**config.mk**
```make
export PLATFORM = sky130hd
export DESIGN_NAME = wlan_descrambler_fcs_check_flat
export DESIGN_NICKNAME = d
export VERILOG_FILES = /design/src/hw/rtl/wdfc_pkg.sv /design/src/hw/rtl/wdfc_bit_if.sv /design/src/hw/rtl/wdfc_byte_if.sv /design/src/hw/rtl/wlan_descrambler_fcs_check.sv /design/src/hw/rtl/wdfc_front.sv /design/src/hw/rtl/wdfc_queue.sv /design/src/hw/rtl/wdfc_back.sv /design/src/flat_wrapper.sv
export SDC_FILE = /design/constraint.sdc
export NUM_CORES = 1
export LEC_CHECK = 0
export ABC_AREA = 0
export BUFFER_PORTS_ARGS = -buffer_cell sky130_fd_sc_hd__buf_2
export CAP_MARGIN = 20
export CORE_ASPECT_RATIO = 0.7
export CORE_MARGIN = 2
export CORE_UTILIZATION = 55
export DETAILED_ROUTE_END_ITERATION = 8
export GPL_TIMING_DRIVEN = 0
export HOLD_SLACK_MARGIN = 0.15
export PLACE_DENSITY = 0.83
export SLEW_MARGIN = 40
export SYNTH_ARGS = -nofsm -noshare
export SYNTH_HDL_FRONTEND = slang
export SYNTH_SLANG_ARGS = --single-unit
export TNS_END_PERCENT = 5
```
**constraint.sdc**
```tcl
create_clock -name i_clk -period 5.92 [get_ports i_clk]
set_input_delay 1.184 -clock i_clk [delete_from_list [all_inputs] [get_ports i_clk]]
set_output_delay 1.184 -clock i_clk [all_outputs]
set_load 0.005 [all_outputs]
```
**src/hw/rtl/wdfc_pkg.sv**
```systemverilog
`default_nettype none

package wdfc_pkg;

    // frame layout
    localparam int unsigned SEED_BITS    = 7;
    localparam int unsigned SERVICE_BITS = 16;

    // crc-32, reflected form
    localparam logic [31:0] CRC_POLY     = 32'hEDB8_8320;
    localparam logic [31:0] CRC_INIT     = 32'hFFFF_FFFF;
    localparam logic [31:0] GOOD_RESIDUE = 32'h2144_DF1C;

    // one finished psdu byte on its way from the front to the back
    typedef struct packed {
        logic [7:0]  data;
        logic [11:0] idx;
        logic        last;
    } t_byte_entry;

    // one byte through the reflected crc, lsb first
    function automatic logic [31:0] crc_byte(input logic [31:0] crc_in,
                                             input logic [7:0]  data);
        logic [31:0] crc;
        crc = crc_in ^ {24'd0, data};
        for (int n = 0; n < 8; n++) begin
            if (crc[0]) begin
                crc = (crc >> 1) ^ CRC_POLY;
            end else begin
                crc = crc >> 1;
            end
        end
        return crc;
    endfunction

endpackage

`default_nettype wire

```
**src/hw/rtl/wdfc_bit_if.sv**
```systemverilog
`default_nettype none

interface wdfc_bit_if;
    logic        valid;
    logic        ready;
    logic        first_bit;
    logic        data_bit;
    logic [11:0] psdu_len;

    modport source (output valid, first_bit, data_bit, psdu_len, input ready);
    modport sink   (input valid, first_bit, data_bit, psdu_len, output ready);
endinterface

`default_nettype wire

```
**src/hw/rtl/wdfc_byte_if.sv**
```systemverilog
`default_nettype none

interface wdfc_byte_if;
    logic        valid;
    logic        ready;
    logic [7:0]  out_byte;
    logic [11:0] byte_index;
    logic        last_byte;
    logic        fcs_ok;

    modport source (output valid, out_byte, byte_index, last_byte, fcs_ok, input ready);
    modport sink   (input valid, out_byte, byte_index, last_byte, fcs_ok, output ready);
endinterface

`default_nettype wire

```
**src/hw/rtl/wlan_descrambler_fcs_check.sv**
```systemverilog
`default_nettype none

// channel   | dir | payload                                   | handshake
// ----------+-----+-------------------------------------------+-------------
// i_bit     | in  | first_bit, data_bit, psdu_len[11:0]       | valid/ready
// o_byte    | out | out_byte[7:0], byte_index[11:0],          | valid/ready
//           |     | last_byte, fcs_ok                         |
//
// one decoded bit per cycle while i_bit.ready is high; a psdu byte is queued
// at its 8th bit, and its crc step runs in the back end while it is registered.
// i_bit.ready drops only when the byte queue (QUEUE_DEPTH entries) is full.
// synchronous active-low reset clears the frame state, queue and output valid.
// a stalled output holds its transaction; the front end keeps taking bits
// until the queue fills.

module wlan_descrambler_fcs_check #(
    parameter int unsigned QUEUE_DEPTH = 4
) (
    input  wire         i_clk,
    input  wire         i_rst_n,
    wdfc_bit_if.sink    i_bit,
    wdfc_byte_if.source o_byte
);

    logic                  q_full;
    logic                  push;
    wdfc_pkg::t_byte_entry push_entry;
    logic                  q_valid;
    wdfc_pkg::t_byte_entry q_entry;
    logic                  pop;

    // descrambler and byte gathering
    wdfc_front u_front (
        .i_clk    (i_clk),
        .i_rst_n  (i_rst_n),
        .i_bit    (i_bit),
        .i_q_full (q_full),
        .o_push   (push),
        .o_entry  (push_entry)
    );

    // byte queue between the two ends
    wdfc_queue #(
        .DEPTH (QUEUE_DEPTH)
    ) u_queue (
        .i_clk   (i_clk),
        .i_rst_n (i_rst_n),
        .i_push  (push),
        .i_entry (push_entry),
        .o_full  (q_full),
        .o_valid (q_valid),
        .o_entry (q_entry),
        .i_pop   (pop)
    );

    // crc check and output register
    wdfc_back u_back (
        .i_clk     (i_clk),
        .i_rst_n   (i_rst_n),
        .i_q_valid (q_valid),
        .i_q_entry (q_entry),
        .o_pop     (pop),
        .o_byte    (o_byte)
    );

endmodule

`default_nettype wire

```
**src/hw/rtl/wdfc_front.sv**
```systemverilog
`default_nettype none

module wdfc_front (
    input  wire                  i_clk,
    input  wire                  i_rst_n,
    wdfc_bit_if.sink             i_bit,
    input  wire                  i_q_full,
    output logic                 o_push,
    output wdfc_pkg::t_byte_entry o_entry
);

    logic        r_active;
    logic [15:0] r_pos;
    logic [6:0]  r_scr;
    logic [7:0]  r_gather;
    logic [11:0] r_len;

    logic        n_active;
    logic [15:0] n_pos;
    logic [6:0]  n_scr;
    logic [7:0]  n_gather;
    logic [11:0] n_len;

    logic        accept;
    logic        e_active;
    logic [15:0] e_pos;
    logic [6:0]  e_scr;
    logic [7:0]  e_gather;
    logic [11:0] e_len;
    logic [15:0] total;
    logic [15:0] pos_inc;
    logic [2:0]  sub;
    logic        fb;
    logic        dbit;

    // a new bit is taken whenever the queue has room
    assign i_bit.ready = !i_q_full;
    assign accept      = i_bit.valid && i_bit.ready;

    // a first bit restarts the frame state before the bit is worked
    always_comb begin
        if (i_bit.first_bit) begin
            e_active = 1'b1;
            e_pos    = '0;
            e_scr    = '0;
            e_gather = '0;
            e_len    = i_bit.psdu_len;
        end else begin
            e_active = r_active;
            e_pos    = r_pos;
            e_scr    = r_scr;
            e_gather = r_gather;
            e_len    = r_len;
        end
    end

    assign total   = {1'b0, e_len, 3'b000} + 16'(wdfc_pkg::SERVICE_BITS);
    assign pos_inc = e_pos + 16'd1;
    assign sub     = e_pos[2:0];
    assign fb      = e_scr[6] ^ e_scr[3];
    assign dbit    = fb ^ i_bit.data_bit;

    // seed, descramble, gather and byte push
    always_comb begin
        n_active = r_active;
        n_pos    = r_pos;
        n_scr    = r_scr;
        n_gather = r_gather;
        n_len    = r_len;
        o_push   = 1'b0;
        o_entry.data = e_gather;
        o_entry.idx  = 12'(e_pos[15:3] - 13'd2);
        o_entry.last = (pos_inc == total);
        if (accept && e_active) begin
            n_len    = e_len;
            n_gather = e_gather;
            if (e_pos < 16'(wdfc_pkg::SEED_BITS)) begin
                n_scr = e_scr | ({6'd0, i_bit.data_bit} << (3'd6 - sub));
            end else begin
                n_scr = {e_scr[5:0], fb};
                if (sub == 3'd0) begin
                    n_gather = {7'd0, dbit};
                end else begin
                    n_gather = e_gather | ({7'd0, dbit} << sub);
                end
                o_push = (sub == 3'd7) && (e_pos >= 16'(wdfc_pkg::SERVICE_BITS));
            end
            o_entry.data = n_gather;
            n_pos    = pos_inc;
            n_active = (pos_inc < total);
        end else if (accept) begin
            // idle bit with no frame running
            n_active = 1'b0;
        end
    end

    // frame state registers
    always_ff @(posedge i_clk) begin
        if (!i_rst_n) begin
            r_active <= 1'b0;
            r_pos    <= '0;
            r_scr    <= '0;
            r_gather <= '0;
            r_len    <= '0;
        end else begin
            r_active <= n_active;
            r_pos    <= n_pos;
            r_scr    <= n_scr;
            r_gather <= n_gather;
            r_len    <= n_len;
        end
    end

    // the last byte of a frame always closes it
    assert property (@(posedge i_clk) disable iff (!i_rst_n)
        (o_push && o_entry.last) |=> !r_active)
        else $error("frame still active after its last byte");

endmodule

`default_nettype wire

```
**src/hw/rtl/wdfc_queue.sv**
```systemverilog
`default_nettype none

module wdfc_queue #(
    parameter int unsigned DEPTH = 4
) (
    input  wire                   i_clk,
    input  wire                   i_rst_n,
    input  wire                   i_push,
    input  wdfc_pkg::t_byte_entry i_entry,
    output logic                  o_full,
    output logic                  o_valid,
    output wdfc_pkg::t_byte_entry o_entry,
    input  wire                   i_pop
);

    localparam int unsigned PTR_W = $clog2(DEPTH);
    localparam int unsigned CNT_W = $clog2(DEPTH + 1);

    wdfc_pkg::t_byte_entry r_mem [DEPTH];
    logic [PTR_W-1:0] r_wr_ptr;
    logic [PTR_W-1:0] r_rd_ptr;
    logic [CNT_W-1:0] r_count;
    logic [PTR_W-1:0] n_wr_ptr;
    logic [PTR_W-1:0] n_rd_ptr;
    logic [CNT_W-1:0] n_count;
    logic             do_push;
    logic             do_pop;

    assign o_full  = (r_count == CNT_W'(DEPTH));
    assign o_valid = (r_count != '0);
    assign o_entry = r_mem[r_rd_ptr];
    assign do_push = i_push && !o_full;
    assign do_pop  = i_pop && o_valid;

    // pointer and fill level update
    always_comb begin
        n_wr_ptr = r_wr_ptr;
        n_rd_ptr = r_rd_ptr;
        n_count  = r_count;
        if (do_push) begin
            n_wr_ptr = (r_wr_ptr == PTR_W'(DEPTH - 1)) ? '0 : r_wr_ptr + 1'b1;
        end
        if (do_pop) begin
            n_rd_ptr = (r_rd_ptr == PTR_W'(DEPTH - 1)) ? '0 : r_rd_ptr + 1'b1;
        end
        if (do_push && !do_pop) begin
            n_count = r_count + 1'b1;
        end else if (do_pop && !do_push) begin
            n_count = r_count - 1'b1;
        end
    end

    always_ff @(posedge i_clk) begin
        if (!i_rst_n) begin
            r_wr_ptr <= '0;
            r_rd_ptr <= '0;
            r_count  <= '0;
        end else begin
            r_wr_ptr <= n_wr_ptr;
            r_rd_ptr <= n_rd_ptr;
            r_count  <= n_count;
        end
    end

    // entry storage
    always_ff @(posedge i_clk) begin
        if (do_push) begin
            r_mem[r_wr_ptr] <= i_entry;
        end
    end

    assert property (@(posedge i_clk) disable iff (!i_rst_n)
        r_count <= CNT_W'(DEPTH))
        else $error("queue fill level beyond depth");

    assert property (@(posedge i_clk) disable iff (!i_rst_n)
        i_push |-> !o_full)
        else $error("byte pushed into a full queue");

endmodule

`default_nettype wire

```
**src/hw/rtl/wdfc_back.sv**
```systemverilog
`default_nettype none

module wdfc_back (
    input  wire                   i_clk,
    input  wire                   i_rst_n,
    input  wire                   i_q_valid,
    input  wdfc_pkg::t_byte_entry i_q_entry,
    output logic                  o_pop,
    wdfc_byte_if.source           o_byte
);

    logic [31:0] r_crc;
    logic        r_valid;
    logic [7:0]  r_data;
    logic [11:0] r_idx;
    logic        r_last;
    logic        r_fcs_ok;

    logic [31:0] crc_in;
    logic [31:0] crc_new;

    // the first byte of a frame starts from the crc seed
    assign crc_in  = (i_q_entry.idx == 12'd0) ? wdfc_pkg::CRC_INIT : r_crc;
    assign crc_new = wdfc_pkg::crc_byte(crc_in, i_q_entry.data);
    assign o_pop   = i_q_valid && (!r_valid || o_byte.ready);

    // output transaction register
    always_ff @(posedge i_clk) begin
        if (!i_rst_n) begin
            r_valid <= 1'b0;
            r_crc   <= wdfc_pkg::CRC_INIT;
        end else if (o_pop) begin
            r_valid <= 1'b1;
            r_crc   <= crc_new;
        end else if (o_byte.ready) begin
            r_valid <= 1'b0;
        end
    end

    always_ff @(posedge i_clk) begin
        if (o_pop) begin
            r_data   <= i_q_entry.data;
            r_idx    <= i_q_entry.idx;
            r_last   <= i_q_entry.last;
            r_fcs_ok <= i_q_entry.last
                        && ((crc_new ^ wdfc_pkg::CRC_INIT) == wdfc_pkg::GOOD_RESIDUE);
        end
    end

    assign o_byte.valid      = r_valid;
    assign o_byte.out_byte   = r_data;
    assign o_byte.byte_index = r_idx;
    assign o_byte.last_byte  = r_last;
    assign o_byte.fcs_ok     = r_fcs_ok;

    assert property (@(posedge i_clk) disable iff (!i_rst_n)
        (r_valid && !r_last) |-> !r_fcs_ok)
        else $error("fcs flag set on a byte that is not the last");

endmodule

`default_nettype wire
```
**src/flat_wrapper.sv**
```systemverilog
// flat-port wrapper written by rule: the top's interface ports become plain ports
module wlan_descrambler_fcs_check_flat 
#(
    parameter int unsigned QUEUE_DEPTH = 4
)
  (i_clk, i_rst_n, i_bit_valid, i_bit_first_bit, i_bit_data_bit, i_bit_psdu_len, i_bit_ready, o_byte_valid, o_byte_out_byte, o_byte_byte_index, o_byte_last_byte, o_byte_fcs_ok, o_byte_ready);
  wdfc_bit_if i_bit_i ();
  wdfc_byte_if o_byte_i ();
  input  wire i_clk;
  input  wire i_rst_n;
  input wire logic [$bits(i_bit_i.valid)-1:0] i_bit_valid;
  input wire logic [$bits(i_bit_i.first_bit)-1:0] i_bit_first_bit;
  input wire logic [$bits(i_bit_i.data_bit)-1:0] i_bit_data_bit;
  input wire logic [$bits(i_bit_i.psdu_len)-1:0] i_bit_psdu_len;
  output wire logic [$bits(i_bit_i.ready)-1:0] i_bit_ready;
  output wire logic [$bits(o_byte_i.valid)-1:0] o_byte_valid;
  output wire logic [$bits(o_byte_i.out_byte)-1:0] o_byte_out_byte;
  output wire logic [$bits(o_byte_i.byte_index)-1:0] o_byte_byte_index;
  output wire logic [$bits(o_byte_i.last_byte)-1:0] o_byte_last_byte;
  output wire logic [$bits(o_byte_i.fcs_ok)-1:0] o_byte_fcs_ok;
  input wire logic [$bits(o_byte_i.ready)-1:0] o_byte_ready;
  assign i_bit_i.valid = i_bit_valid;
  assign i_bit_i.first_bit = i_bit_first_bit;
  assign i_bit_i.data_bit = i_bit_data_bit;
  assign i_bit_i.psdu_len = i_bit_psdu_len;
  assign i_bit_ready = i_bit_i.ready;
  assign o_byte_valid = o_byte_i.valid;
  assign o_byte_out_byte = o_byte_i.out_byte;
  assign o_byte_byte_index = o_byte_i.byte_index;
  assign o_byte_last_byte = o_byte_i.last_byte;
  assign o_byte_fcs_ok = o_byte_i.fcs_ok;
  assign o_byte_i.ready = o_byte_ready;
  wlan_descrambler_fcs_check #(.QUEUE_DEPTH(QUEUE_DEPTH)) u_core (.i_clk(i_clk), .i_rst_n(i_rst_n), .i_bit(i_bit_i), .o_byte(o_byte_i));
endmodule
```
Word level (Yosys, flattened, before mapping)
Memories as Yosys holds them, arrays and structs flattened. A register that Yosys moved wholly into a read port is not among the register bits.
Index checks and enable logic that the tools add are counted.
{"block": "word_totals", "register_bits": 106, "ramBits": 84, "inputBits": 18, "output_inout_bits": 24, "mem_count": 1}
{"block": "op_classes", "addsub": 8, "magnitude_cmp": 3, "eq_ne": 6, "shift": 2, "muxes": 32, "bitwise_logic": 14, "n_reduce_logical": 20}
{"memory": "u_core.u_queue.r_mem", "words": 4, "word_bits": 21, "rd": 1, "rd_clocked_by_memory_dff": 1, "wr": 1, "line_no": "wdfc_queue.sv:19", "rtl": "wdfc_pkg::t_byte_entry r_mem [DEPTH];"}
{"cell": "$mux 32", "count": 9}
{"cell": "$not 13->14", "count": 8}
{"cell": "$eq 32x30->1 const B", "count": 1}
{"cell": "$mux 8", "count": 4}
{"cell": "$not 32->32", "count": 1}
{"cell": "$xor 32x8->32", "count": 1}
{"cell": "$add 15x5->16 const B", "count": 1}
{"cell": "$add 16x1->16 const B", "count": 1}
{"cell": "$eq 16x16->1", "count": 1}
{"cell": "$ge 16x5->1 const B", "count": 1}
{"cell": "$lt 16x16->1", "count": 1}
{"cell": "$lt 16x3->1 const B", "count": 1}
{"cell": "$mux 16", "count": 1}
{"cell": "$mux 7", "count": 2}
{"cell": "$logic_not 12->1", "count": 1}
{"cell": "$mux 12", "count": 1}
{"cell": "$sub 12x2->12 const B", "count": 1}
{"cell": "$logic_and 1x1->1", "count": 9}
{"cell": "$mux 1", "count": 9}
{"cell": "$mux 2", "count": 4}
{"cell": "$or 8x8->8", "count": 1}
{"cell": "$shl 1x3->8", "count": 1}
{"cell": "$or 7x7->7", "count": 1}
{"cell": "$shl 1x3->7", "count": 1}
{"cell": "other kinds (13)", "count": 23}

Logic depth before layout (Yosys ltp)
Gate-level depths: netlist of the first run.
{"block": "logic_depth", "depth_word": 22, "ltp_mapped": 18, "depth_no_buf": 17}

Cells and area by module
Synthesis of the first run repeated with hierarchy kept, for this count alone.
{"block": "unflattened", "hier_cells": 962, "area_unflattened_um2": 10452.5}
{"mod": "wdfc_front", "instances": 1, "cells_each": 470, "area_each_um2": 3564.7, "seq_area_each_um2": 880.8}
{"mod": "wdfc_queue", "instances": 1, "cells_each": 160, "area_each_um2": 3533.4, "seq_area_each_um2": 2702.6}
{"mod": "wdfc_back", "instances": 1, "cells_each": 332, "area_each_um2": 3354.5, "seq_area_each_um2": 1321.3}

Worst setup path after synthesis of the first run
Ideal clock, no wire load.
{"block": "synth_path", "path_kind": "in2reg", "start": "in i_bit_first_bit", "end": "reg u_core.u_queue.r_count[2]", "arrival_ps": 4453, "t_required_ps": 5844, "path_slack_ps": 1392, "stages": 14, "n_path_buf": 1, "path_cell_list": "clkbuf_1 nor2b_1 inv_1 ha_1 o21ai_1 o21bai_1 a21oi_1 nor3_1 ha_1 inv_1 fa_1 xor2_1 or3_1 a21boi_0"}
{"block": "synth_between", "elab_chain_len": 9}
{"item": "start, declared", "line_no": "flat_wrapper.sv:12", "rtl": "input wire logic [$bits(i_bit_i.first_bit)-1:0] i_bit_first_bit;"}
{"item": "$mux 16", "line_no": "wdfc_front.sv:42", "rtl": "if (i_bit.first_bit) begin"}
{"item": "$ge 16x5->1 or $eq 3x3->1 (tied branches)", "line_no": "wdfc_front.sv:86", "rtl": "o_push = (sub == 3'd7) && (e_pos >= 16'(wdfc_pkg::SERVICE_BITS));"}
{"item": "$logic_and 1x1->1", "line_no": "wdfc_front.sv:86"}
{"item": "$mux 1", "line_no": "wdfc_front.sv:77", "rtl": "if (e_pos < 16'(wdfc_pkg::SEED_BITS)) begin"}
{"item": "$mux 1 *", "line_no": "wdfc_front.sv:74", "rtl": "if (accept && e_active) begin"}
{"item": "$logic_and 1x1->1 *", "line_no": "wdfc_queue.sv:32", "rtl": "assign do_push = i_push && !o_full;"}
{"item": "net u_core.u_queue.do_push", "line_no": "wdfc_queue.sv:26", "rtl": "logic do_push;"}
{"item": "$logic_not 1->1", "line_no": "wdfc_queue.sv:48", "rtl": "end else if (do_pop && !do_push) begin"}
{"item": "$logic_and 1x1->1", "line_no": "wdfc_queue.sv:48"}
{"item": "$reduce_bool 2->1 (no line)"}
{"item": "end signal, assigned", "line_no": "wdfc_queue.sv:61", "rtl": "r_count <= n_count;"}
{"item": "end, declared", "line_no": "wdfc_queue.sv:22", "rtl": "logic [CNT_W-1:0] r_count;"}
The timed path passes the listed nets; every way through them passes the cells marked *.
A chain may end at the register's enable or synchronous reset.

==> out/results.tsv, run 1 <==
stage	metric	value	unit
run_status	status	finished clean	
yosys	synthTopCellsByArea	edfxtp_1 31%, dfxtp_1 17%, xnor2_1 8.3%	
finish	area_growth	10.4	%
yosys	yosysTopAreaCell	edfxtp_1	
yosys	yosysMostFrequentCell	nand2_1	
route	remaining_drc_errors	0	
clocking	numCtsBuffers	17	
yosys	ys_async_sr_fraction	0	%
route	drt-initial-drc-count	1084	
yosys	synth_nets	1003	
die	boundaryPins	42	
setup_path	cpPeakStageDelay	0.73	ns
yosys	netlist_instances	957	
place	place_congestion	0.960	
worst_hold_path	hp-class	reg -> reg	
die	initial_core_util	56.4	%
place	hpwl	17400	um
setup_path	criticalPathCategory	in -> reg	
timing	timing.final.crit_period	4.99	ns
grt	grt.overflow.total	0	
die	dieWidth	167	um
place	place_inst	1232	
clocking	cts_resized	0	
finish	final_net_count	1061	
clocking	clkTransAtPathRegs	0.07	ns
route	routed_wl	24500	um
yosys	synth_top_area_share	31.3	%
power_and_ir_drop	seqPwrFrac	30.8	%
setup_path	cp.arrival	5.12	ns
die	die_h	118	um
route	via_per_inst	6.09	
timing	hold_viol	0	
place	portBuffers	39	
yosys	avgSynthCellArea	10.6	um^2
die	die-area	19600	um^2
route	wl_per_cell	19.4	um
timing	slew_violations	0	
timing	tightestPinTransition	0.817	ns
grt	grt_pass1_vias	7204	
route	detail_route.first_pass.iterations	5	
die	core_area	18100	um^2
grt	grt_first_pass_wirelength	39100	um
yosys	synth-seq-cells	192	
timing	period_share	84.4	%
timing	timing.fmax	200	MHz
yosys	synth_edf_count	106	
clocking	worstSkewPairLatency	0.45	ns
finish	final_core_util	62.2	%
timing	relSlewSlack	45.0	%
yosys	seq_area_frac_synth	48.2	%
yosys	syn_area	10200	um^2
clocking	cts_buffer_depth	2	
grt	grt_util_all_layers	25.4	%
timing	finalSetupViolCount	0	
power_and_ir_drop	clkPwrFrac	19.2	%
yosys	yosysWarnings	0	
route	ant_nets	0	
power_and_ir_drop	p_per_area	511	nW/um^2
timing	rsz0062_at_grt	false	
power_and_ir_drop	power.leakage	4.10	nW
setup_path	crit_buf_inv	4	
clocking	htreeDepth	4	
power_and_ir_drop	combPwrFrac	50.0	%
finish	layout-drive-gt1-share	12.5	%
yosys	synth_common_cells	133 x nand2_1, 106 x edfxtp_1, 96 x xnor2_1	
route	num_vias	7699	
die	num_rows	41	
grt	grt_max_degree	26	
timing	fin_skew	0.0212	ns
setup_path	cp-end-kind	flop	
power_and_ir_drop	total_power	5.75	mW
timing	finalSetupTns	0	ns
clocking	clock-root-buffer	clkbuf_16	
run	maxCapViolations	0	
clocking	cts_setup_buffers	0	
power_and_ir_drop	netSwitchingFraction	41.0	%
yosys	synthFlopType	edfxtp_1	
setup_path	cp_slowest_cell	nor4_1	
clocking	hold_buffers	0	
finish	stdcell_count	1264	
setup_path	startpoint_type	input port	
clocking	clock_sinks	192	
setup_path	ff2ff_setup_slack	1.67	ns
setup_path	cp_cell_sequence	clkbuf_1 > clkbuf_1 > buf_1 > buf_1 > mux2i_1 > xor2_1 > ha_1 > nand4_1 > or3_1 > nor4_1	
grt	antenna_found_initial	0	
setup_path	cp.required	6.04	ns
setup_path	worstPathMaxFanout	10	
clocking	tritoncts	built	
finish	diodes	0	
yosys	synth.distinct_cells	60	
power_and_ir_drop	ir_worst_vdd	0.466	mV
power_and_ir_drop	p_switching	2.36	mW
power_and_ir_drop	intPower	3.39	mW
setup_path	crit_family	buffers and inverters	
timing	holdWs	0.454	ns
flip-flops by register name (all words and copies together), names as in the netlist, named ones only:
name and count:
u_core.u_queue.r_wr_ptr 2, u_core.u_back.o_byte.byte_index 12, u_core.u_queue.r_rd_ptr 2, u_core.u_back.r_crc 32
u_core.u_front.r_active 1, u_core.u_back.o_byte.valid 1, u_core.u_front.r_len 12, u_core.u_back.o_byte.out_byte 8
u_core.u_front.r_pos 16, u_core.u_back.o_byte.last_byte 1, u_core.u_queue.r_count 3, u_core.u_queue.r_mem 84
u_core.u_front.r_scr 7, u_core.u_back.o_byte.fcs_ok 1, u_core.u_front.r_gather 8
worst register-to-register path, cell delays in order, from the launching register on:
cell,delay [ns]
dfxtp_1,0.44
nor2b_1,0.15
clkbuf_1,0.32
ha_1,0.34
nand3_1,0.20
nor2_1,0.29
nand3_1,0.19
or3_1,0.39
a21oi_1,0.22
ha_1,0.17
nand2_1,0.07
or3_1,0.41
nor4_1,0.73
path summary, 6_finish.rpt:
check,cells past startpoint,end,start
hold reg to reg,2,u_core.u_front.r_gather[6],u_core.u_front.r_gather[6]
setup / recovery,10,u_core.u_queue.r_mem[3][0],i_bit_first_bit
setup reg to reg,12,u_core.u_queue.r_mem[3][0],u_core.u_front.r_pos[0]
hold / removal,2,u_core.u_front.r_gather[6],u_core.u_front.r_gather[6]
logic make-up after synthesis:
kind of cell             Yosys count  synth area share (%)
adder cells (fa/ha/maj)           28                  3.52
multiplexers                      40                  6.53
buffers and inverters             81                  3.38
AO/OA/AOI/OAI                    158                  10.7
AND/OR/NAND/NOR                  322                  15.1
XOR/XNOR                         136                  12.6
flip-flops                       192                  48.2
layer usage:
layer	wire [um]	share of wire (%)	track usage [%]
met5	0	0	0
met4	332	1.4	6.41
met3	2640	11	6.56
met2	10500	43	36.9
met1	11000	45	38.1
through the flow:
step	area [um^2]	setup WS, ns
5_1_grt	11200	0.756
3_5_place_dp	10700	0.418
3_3_place_gp	10700	0.583
4_1_cts	11200	0.859
6_report	11200	0.926
2_1_floorplan	10200	1.39
power groups by stage:
stage	combinational, mW	sequential (mW)	clock, mW
CTS	2.81	1.77	1.11
finish	2.87	1.77	1.11
detailed placement	2.78	1.79	0
floorplan	2.11	1.78	0
global route	3.10	1.79	1.17
global placement	2.70	1.78	0
placed cells by master (no fill, tap or decap), types with 16 or more instances in the layout:
cell type  synthesis  final
dfxtp_1           86     86
clkbuf_1          42     44
a21oi_1           21     21
mux2i_1           18     18
xor2_1            34     34
nor2b_1           19     19
ha_1              27     27
edfxtp_1         106    106
inv_1             17     16
clkbuf_16          0     17
xnor2_1           96     96
nor3_1            20     18
nor2_1            63     63
buf_2              8     47
o21ai_0           24     24
nand2_1          133    133
o211ai_1          33     33
nand3_1           28     28
mux4_2            21     21
a21boi_0          25     25
area by class of cell:
type	instances	area (um^2)
Buffer	64	280
Inverter	17	63.8
Fill cell	1389	6820
Clock buffer	19	433
Clock inverter	13	123
Tap cell	236	295
Timing Repair Buffer	39	195
Sequential cell	192	4900
Multi-Input combinational cell	684	4940
Note: power is estimated with default switching activity, not from simulation.
==> run 2: changes to the inputs <==
PLACE_DENSITY = 0.86   (was 0.83)
clock period = 4.4 ns   (was 5.92 ns; I/O delays follow)
==> run 2 against run 1 <==
Setup slack worse by 0.68 ns. Highest routed layer unchanged. Clock skew down 0.011 ns. Hold slack better by 0.0029 ns. Critical endpoint is now u_core.u_back.o_byte.fcs_ok. Largest power group unchanged. Global-route usage up 0.34 points. Sequential power up 34%. Routed wire length up 0.32%. Clock power up 39%. Total power up 36%. Critical path depth up 3. Non-clock buffer count unchanged. Combinational power up 36%. First-iteration DRC count down 8.9%.
==> out/results.tsv, run 2 (synthesis gave the netlist of run 1 again) <==
stage	metric	value	unit	change
run	maxCapViolations	0		unchanged
timing	rsz0062_at_grt	false		
die	initial_core_util	56.4	%	unchanged
finish	layout-drive-gt1-share	13.1	%	+0.68 points
place	place_inst	1232		unchanged
finish	mostFrequentLayoutCells	133 x nand2_1, 106 x edfxtp_1, 96 x xnor2_1		
clocking	htreeDepth	4		unchanged
timing	period_share	94.3	%	
setup_path	worstPathMaxFanout	10		unchanged
clocking	clkTransAtPathRegs	0.08	ns	about the same
timing	relSlewSlack	48.1	%	+3.1 points
die	boundaryPins	42		unchanged
setup_path	ff2ff_setup_slack	0.25	ns	-1.42 ns
run_status	status	finished clean		
setup_path	worstRegToRegCells	13		+1
timing	timing.final.crit_period	4.15	ns	
worst_hold_path	hp-class	reg -> reg		
finish	final_net_count	1061		unchanged
grt	grt_first_pass_wirelength	39300	um	+0.55%
route	remaining_drc_errors	0		unchanged
finish	stdcell_count	1265		+0.079%
die	dieWidth	167	um	unchanged
clocking	tritoncts	built		
route	routed_wl	24600	um	+0.32%
die	num_rows	41		unchanged
grt	grt_util_all_layers	25.8	%	+0.34 points
grt	grt_pass1_vias	7194		-0.14%
grt	grt.overflow.total	0		unchanged
finish	largest_reg_flops	84		unchanged
setup_path	startpoint_type	flop		
finish	largest_register	u_core.u_queue.r_mem		
clocking	worstSkewPairLatency	0.44	ns	about the same
route	via_per_inst	6.03		-1.0%
timing	timing.fmax	241	MHz	
power_and_ir_drop	ir_worst_vdd	0.437	mV	-6.1%
route	detail_route.first_pass.iterations	5		unchanged
route	num_vias	7625		-0.96%
timing	fin_skew	0.0101	ns	-0.0111 ns
route	wl_per_cell	19.4	um	+0.24%
setup_path	r2r-end	u_core.u_back.o_byte.fcs_ok		
timing	tightestPinTransition	0.772	ns	-0.0445 ns
power_and_ir_drop	power.leakage	4.14	nW	+0.85%
place	portBuffers	39		unchanged
grt	antenna_found_initial	1		+1
setup_path	cp-end-kind	flop		
setup_path	cp-endpoint	u_core.u_back.o_byte.fcs_ok		
clocking	cts_buffer_depth	2		unchanged
power_and_ir_drop	total_power	7.82	mW	+36%
clocking	cts_setup_buffers	0		unchanged
die	die-area	19600	um^2	unchanged
place	place_congestion	0.976		+1.6%
finish	area_growth	11.1	%	
grt	grt_max_degree	26		unchanged
timing	holdWs	0.457	ns	+0.00293 ns
setup_path	criticalPathCategory	reg -> reg		
place	hpwl	17300	um	-0.62%
clocking	clock_sinks	192		unchanged
timing	finalSetupViolCount	0		unchanged
finish	reg_top3	u_core.u_queue.r_mem: 84 flops, u_core.u_back.r_crc: 32 flops, u_core.u_front.r_pos: 16 flops		
finish	final_core_util	62.6	%	+0.39 points
timing	hold_viol	0		unchanged
timing	slew_violations	0		unchanged
power_and_ir_drop	p_per_area	691	nW/um^2	+35%
route	drt-initial-drc-count	988		-8.9%
setup_path	cp.arrival	4.39	ns	-0.73 ns
clocking	numCtsBuffers	17		unchanged
finish	final_common_cell	nand2_1		
setup_path	cp.required	4.64	ns	-1.40 ns
die	core_area	18100	um^2	unchanged
die	die_h	118	um	unchanged
clocking	clock-root-buffer	clkbuf_16		
route	ant_nets	0		unchanged
run 2: cell types whose count changed in the layout (fill, tap and decap cells not counted), sizes merged:
cell	delta
clkinv	-1
inv	+3
clkbuf	-2
diode	+1
run 2: critical path, stage by stage, from the launching register on:
cell and delay [ns]:
dfxtp_1 0.37, clkbuf_1 0.50, mux4_2 0.47, nor4_4 0.41, buf_4 0.24, and3_1 0.16, buf_2 0.20, buf_2 0.28
nor2_1 0.09, xnor2_1 0.14, xnor2_1 0.36, mux2i_1 0.29, nand4_1 0.17, nor4_2 0.26
run 2: repair_timing:
action,CTS,global route
gates resized for setup,3,8
hold buffers,0,0
cloned,0,0
pin swaps,0,0
setup endpoints to repair,5,7
run 2: worst min-delay path by stage:
stage | cells after the start | end | from
finish | 2 | u_core.u_front.r_gather[2] | u_core.u_front.r_gather[2]
global route | 2 | u_core.u_front.r_gather[2] | u_core.u_front.r_gather[2]
CTS | 2 | u_core.u_front.r_gather[2] | u_core.u_front.r_gather[2]
detailed placement | 2 | u_core.u_front.r_gather[7] | u_core.u_front.r_gather[7]
global placement | 2 | u_core.u_front.r_gather[5] | u_core.u_front.r_gather[5]
floorplan | 2 | u_core.u_front.r_gather[1] | u_core.u_front.r_gather[1]
run 2: layer usage:
layer / wire (um) / up-vias / track usage (%)
li1: - / 3511 / -
met1: 10900 / 3704 / 38.7
met2: 10700 / 375 / 37.0
met3: 2540 / 35 / 6.42
met4: 379 / 0 / 7.27
met5: 0 / - / 0
run 2: layout make-up:
class / instances / area, um^2
Fill cell: 1383 / 6750
Multi-Input combinational cell: 684 / 4970
Antenna cell: 1 / 2.50
Buffer: 64 / 284
Sequential cell: 192 / 4900
Clock buffer: 17 / 425
Tap cell: 236 / 295
Inverter: 17 / 63.8
Timing Repair Buffer: 39 / 195
Clock inverter: 15 / 164
run 2: report_power, final:
part | leakage, nW | internal [mW] | total (mW) | switching [mW]
combinational | 2.17 | 1.60 | 3.90 | 2.30
clock | 0.282 | 0.766 | 1.54 | 0.772
sequential | 1.69 | 2.23 | 2.38 | 0.158
total | 4.14 | 4.59 | 7.82 | 3.23
run 2: stage by stage:
stage	area [um^2]	TNS, ns	worst slack, ns
after detailed placement	10700	-21.34	-0.671
after floorplan	10200	0	0.176
final	11300	0	0.250
after global placement	10700	-46.27	-0.572
after global routing	11300	0	0.0480
after CTS	11300	0	0.0567
==> run 3: changes to the inputs <==
GPL_TIMING_DRIVEN = default   (was 0)
PLACE_DENSITY = 0.83   (was 0.86)
clock period = 5.2 ns   (was 4.4 ns; I/O delays follow)
==> run 3 against run 2 <==
Via count shrank 6.0%. Largest cell class unchanged. Utilization shrank 1.2 points. Routed wire length shrank 11%. Global-route usage shrank 3.1 points.
==> out/results.tsv, run 3 (synthesis gave the netlist of run 1 again) <==
stage	metric	value	unit	change
finish	final_core_util	61.5	%	-1.2 points
run	maxCapViolations	0		unchanged
clocking	tritoncts	built		
die	core_area	18100	um^2	unchanged
clocking	clkTransAtPathRegs	0.07	ns	about the same
route	via_per_inst	5.89		-2.3%
finish	reg_top3	u_core.u_queue.r_mem: 84 flops, u_core.u_back.r_crc: 32 flops, u_core.u_front.r_pos: 16 flops		
setup_path	cpPeakStageDelay	0.65	ns	+0.15 ns
clocking	htreeDepth	4		unchanged
power_and_ir_drop	intPower	3.84	mW	-16%
power_and_ir_drop	p_switching	2.58	mW	-20%
route	wl_per_cell	18.0	um	-7.4%
route	ant_nets	0		unchanged
finish	area_growth	9.04	%	
place	place_congestion	0.911		-6.6%
timing	tightestPinTransition	0.817	ns	+0.0446 ns
timing	finalSetupViolCount	0		unchanged
setup_path	cp-end-kind	flop		
timing	relSlewSlack	45.1	%	-3.0 points
setup_path	cp_slowest_cell	nor4_1		
grt	grt_pass1_vias	6500		-9.6%
setup_path	startpoint_type	input port		
timing	timing.fmax	228	MHz	
power_and_ir_drop	seqPwrFrac	32.3	%	+1.8 points
power_and_ir_drop	p_per_area	578	nW/um^2	-16%
timing	period_share	84.2	%	
setup_path	crit_buf_inv	1		-3
die	dieWidth	167	um	unchanged
setup_path	cp.arrival	4.51	ns	+0.12 ns
place	portBuffers	41		+5.1%
clocking	cts_buffer_depth	2		unchanged
die	die-area	19600	um^2	unchanged
setup_path	worstPathMaxFanout	25		+15
finish	diodes	0		-1
die	boundaryPins	42		unchanged
power_and_ir_drop	combPwrFrac	48.0	%	-1.9 points
timing	hold_viol	0		unchanged
timing	holdWs	0.456	ns	-0.000854 ns
route	drt-initial-drc-count	852		-14%
grt	grt_first_pass_wirelength	35300	um	-10%
clocking	cts_resized	0		-3
grt	grt_util_all_layers	22.7	%	-3.1 points
setup_path	worstRegToRegCells	10		-3
power_and_ir_drop	clkPwrFrac	19.7	%	about the same
worst_hold_path	holdCritStartpoint	u_core.u_front.r_gather[5]		
route	num_vias	7167		-6.0%
timing	timing.final.crit_period	4.38	ns	
power_and_ir_drop	netSwitchingFraction	40.2	%	-1.1 points
clocking	hold_buffers	0		unchanged
clocking	clock_sinks	192		unchanged
finish	largest_register	u_core.u_queue.r_mem		
timing	slew_violations	0		unchanged
finish	largest_reg_flops	84		unchanged
route	remaining_drc_errors	0		unchanged
setup_path	cp.required	5.33	ns	+0.69 ns
finish	final_net_count	1014		-4.4%
worst_hold_path	whs_path_depth	2		unchanged
power_and_ir_drop	ir_worst_vdd	0.498	mV	+14%
grt	grt_max_degree	85		+230%
setup_path	path_depth	12		-1
worst_hold_path	hp-class	reg -> reg		
finish	mostFrequentLayoutCells	133 x nand2_1, 106 x edfxtp_1, 96 x xnor2_1		
power_and_ir_drop	power.leakage	4.06	nW	-1.9%
grt	grt.overflow.total	0		unchanged
finish	final_common_cell	nand2_1		
setup_path	ff2ff_setup_slack	0.91	ns	+0.66 ns
clocking	clock-root-buffer	clkbuf_16		
route	detail_route.first_pass.iterations	5		unchanged
clocking	worstSkewPairLatency	0.44	ns	about the same
finish	num-fill-cells	1381		-0.14%
setup_path	criticalPathCategory	in -> reg		
die	num_rows	41		unchanged
route	routed_wl	21900	um	-11%
run_status	status	finished clean		
clocking	numCtsBuffers	17		unchanged
grt	antenna_found_initial	0		-1
finish	layout-drive-gt1-share	13.4	%	+0.22 points
die	initial_core_util	56.4	%	unchanged
timing	fin_skew	0.0222	ns	+0.0121 ns
place	hpwl	14700	um	-15%
die	die_h	118	um	unchanged
timing	finalSetupTns	0	ns	unchanged
clocking	cts_setup_buffers	0		unchanged
timing	rsz0062_at_grt	false		
setup_path	crit_family	simple AND/OR/NAND/NOR gates		
setup_path	worstSetupStartpoint	i_bit_first_bit		
setup_path	cp_cell_sequence	buf_2 > nor2b_1 > ha_1 > nand3_1 > nor2_1 > nand3_1 > or3_1 > a21oi_1 > ha_1 > nand2_1 > or3_1 > nor4_1		
run 3: worst paths after layout:
| check | to |
|---|---|
| setup / recovery | u_core.u_queue.r_mem[0][0] |
| hold / removal | u_core.u_front.r_gather[5] |
| setup reg to reg | u_core.u_back.o_byte.fcs_ok |
| hold reg to reg | u_core.u_front.r_gather[5] |
run 3: cell type report:
class                      count  area, um^2  area share, %
clock buffer                  18         429           3.87
clock inverter                14         140           1.26
inverter                      17        63.8          0.575
multi-input combinational    684        4940           44.5
sequential                   192        4900           44.2
tap                          236         295           2.66
timing repair buffer          56         322           2.90
run 3: routing by layer:
layer | global-route usage (%) | wire length, um | part of all wire [%] | up-vias
met5 | 0 | 0 | 0 | -
met4 | 5.66 | 244 | 1.1 | 0
met3 | 4.74 | 1580 | 7.2 | 21
met2 | 32.0 | 9450 | 43 | 289
met1 | 35.4 | 10600 | 49 | 3439
li1 | - | - | - | 3418
run 3: metrics by stage:
stage | cell area, um^2 | worst slack [ns] | instances | power [mW]
3_5_place_dp | 10500 | 0.455 | 1185 | 5.10
5_1_grt | 11100 | 0.615 | 1217 | 6.78
3_3_place_gp | 10500 | 0.629 | 1185 | 5.01
6_report | 11100 | 0.821 | 1217 | 6.42
4_1_cts | 11100 | 0.914 | 1217 | 6.40
2_1_floorplan | 10200 | 0.816 | 957 | 4.43
run 3: tightest hold or removal path, stage by stage (launching register included):
cell	delay [ns]
dfxtp_1	0.31
nand2_1	0.05
a21boi_1	0.05
run 3: power by group through the flow:
stage,sequential (mW),clock [mW],combinational [mW]
after CTS,2.07,1.28,3.05
after detailed placement,2.10,0,3.00
after floorplan,2.03,0,2.41
after global placement,2.09,0,2.92
after global routing,2.10,1.34,3.35
final,2.07,1.26,3.08
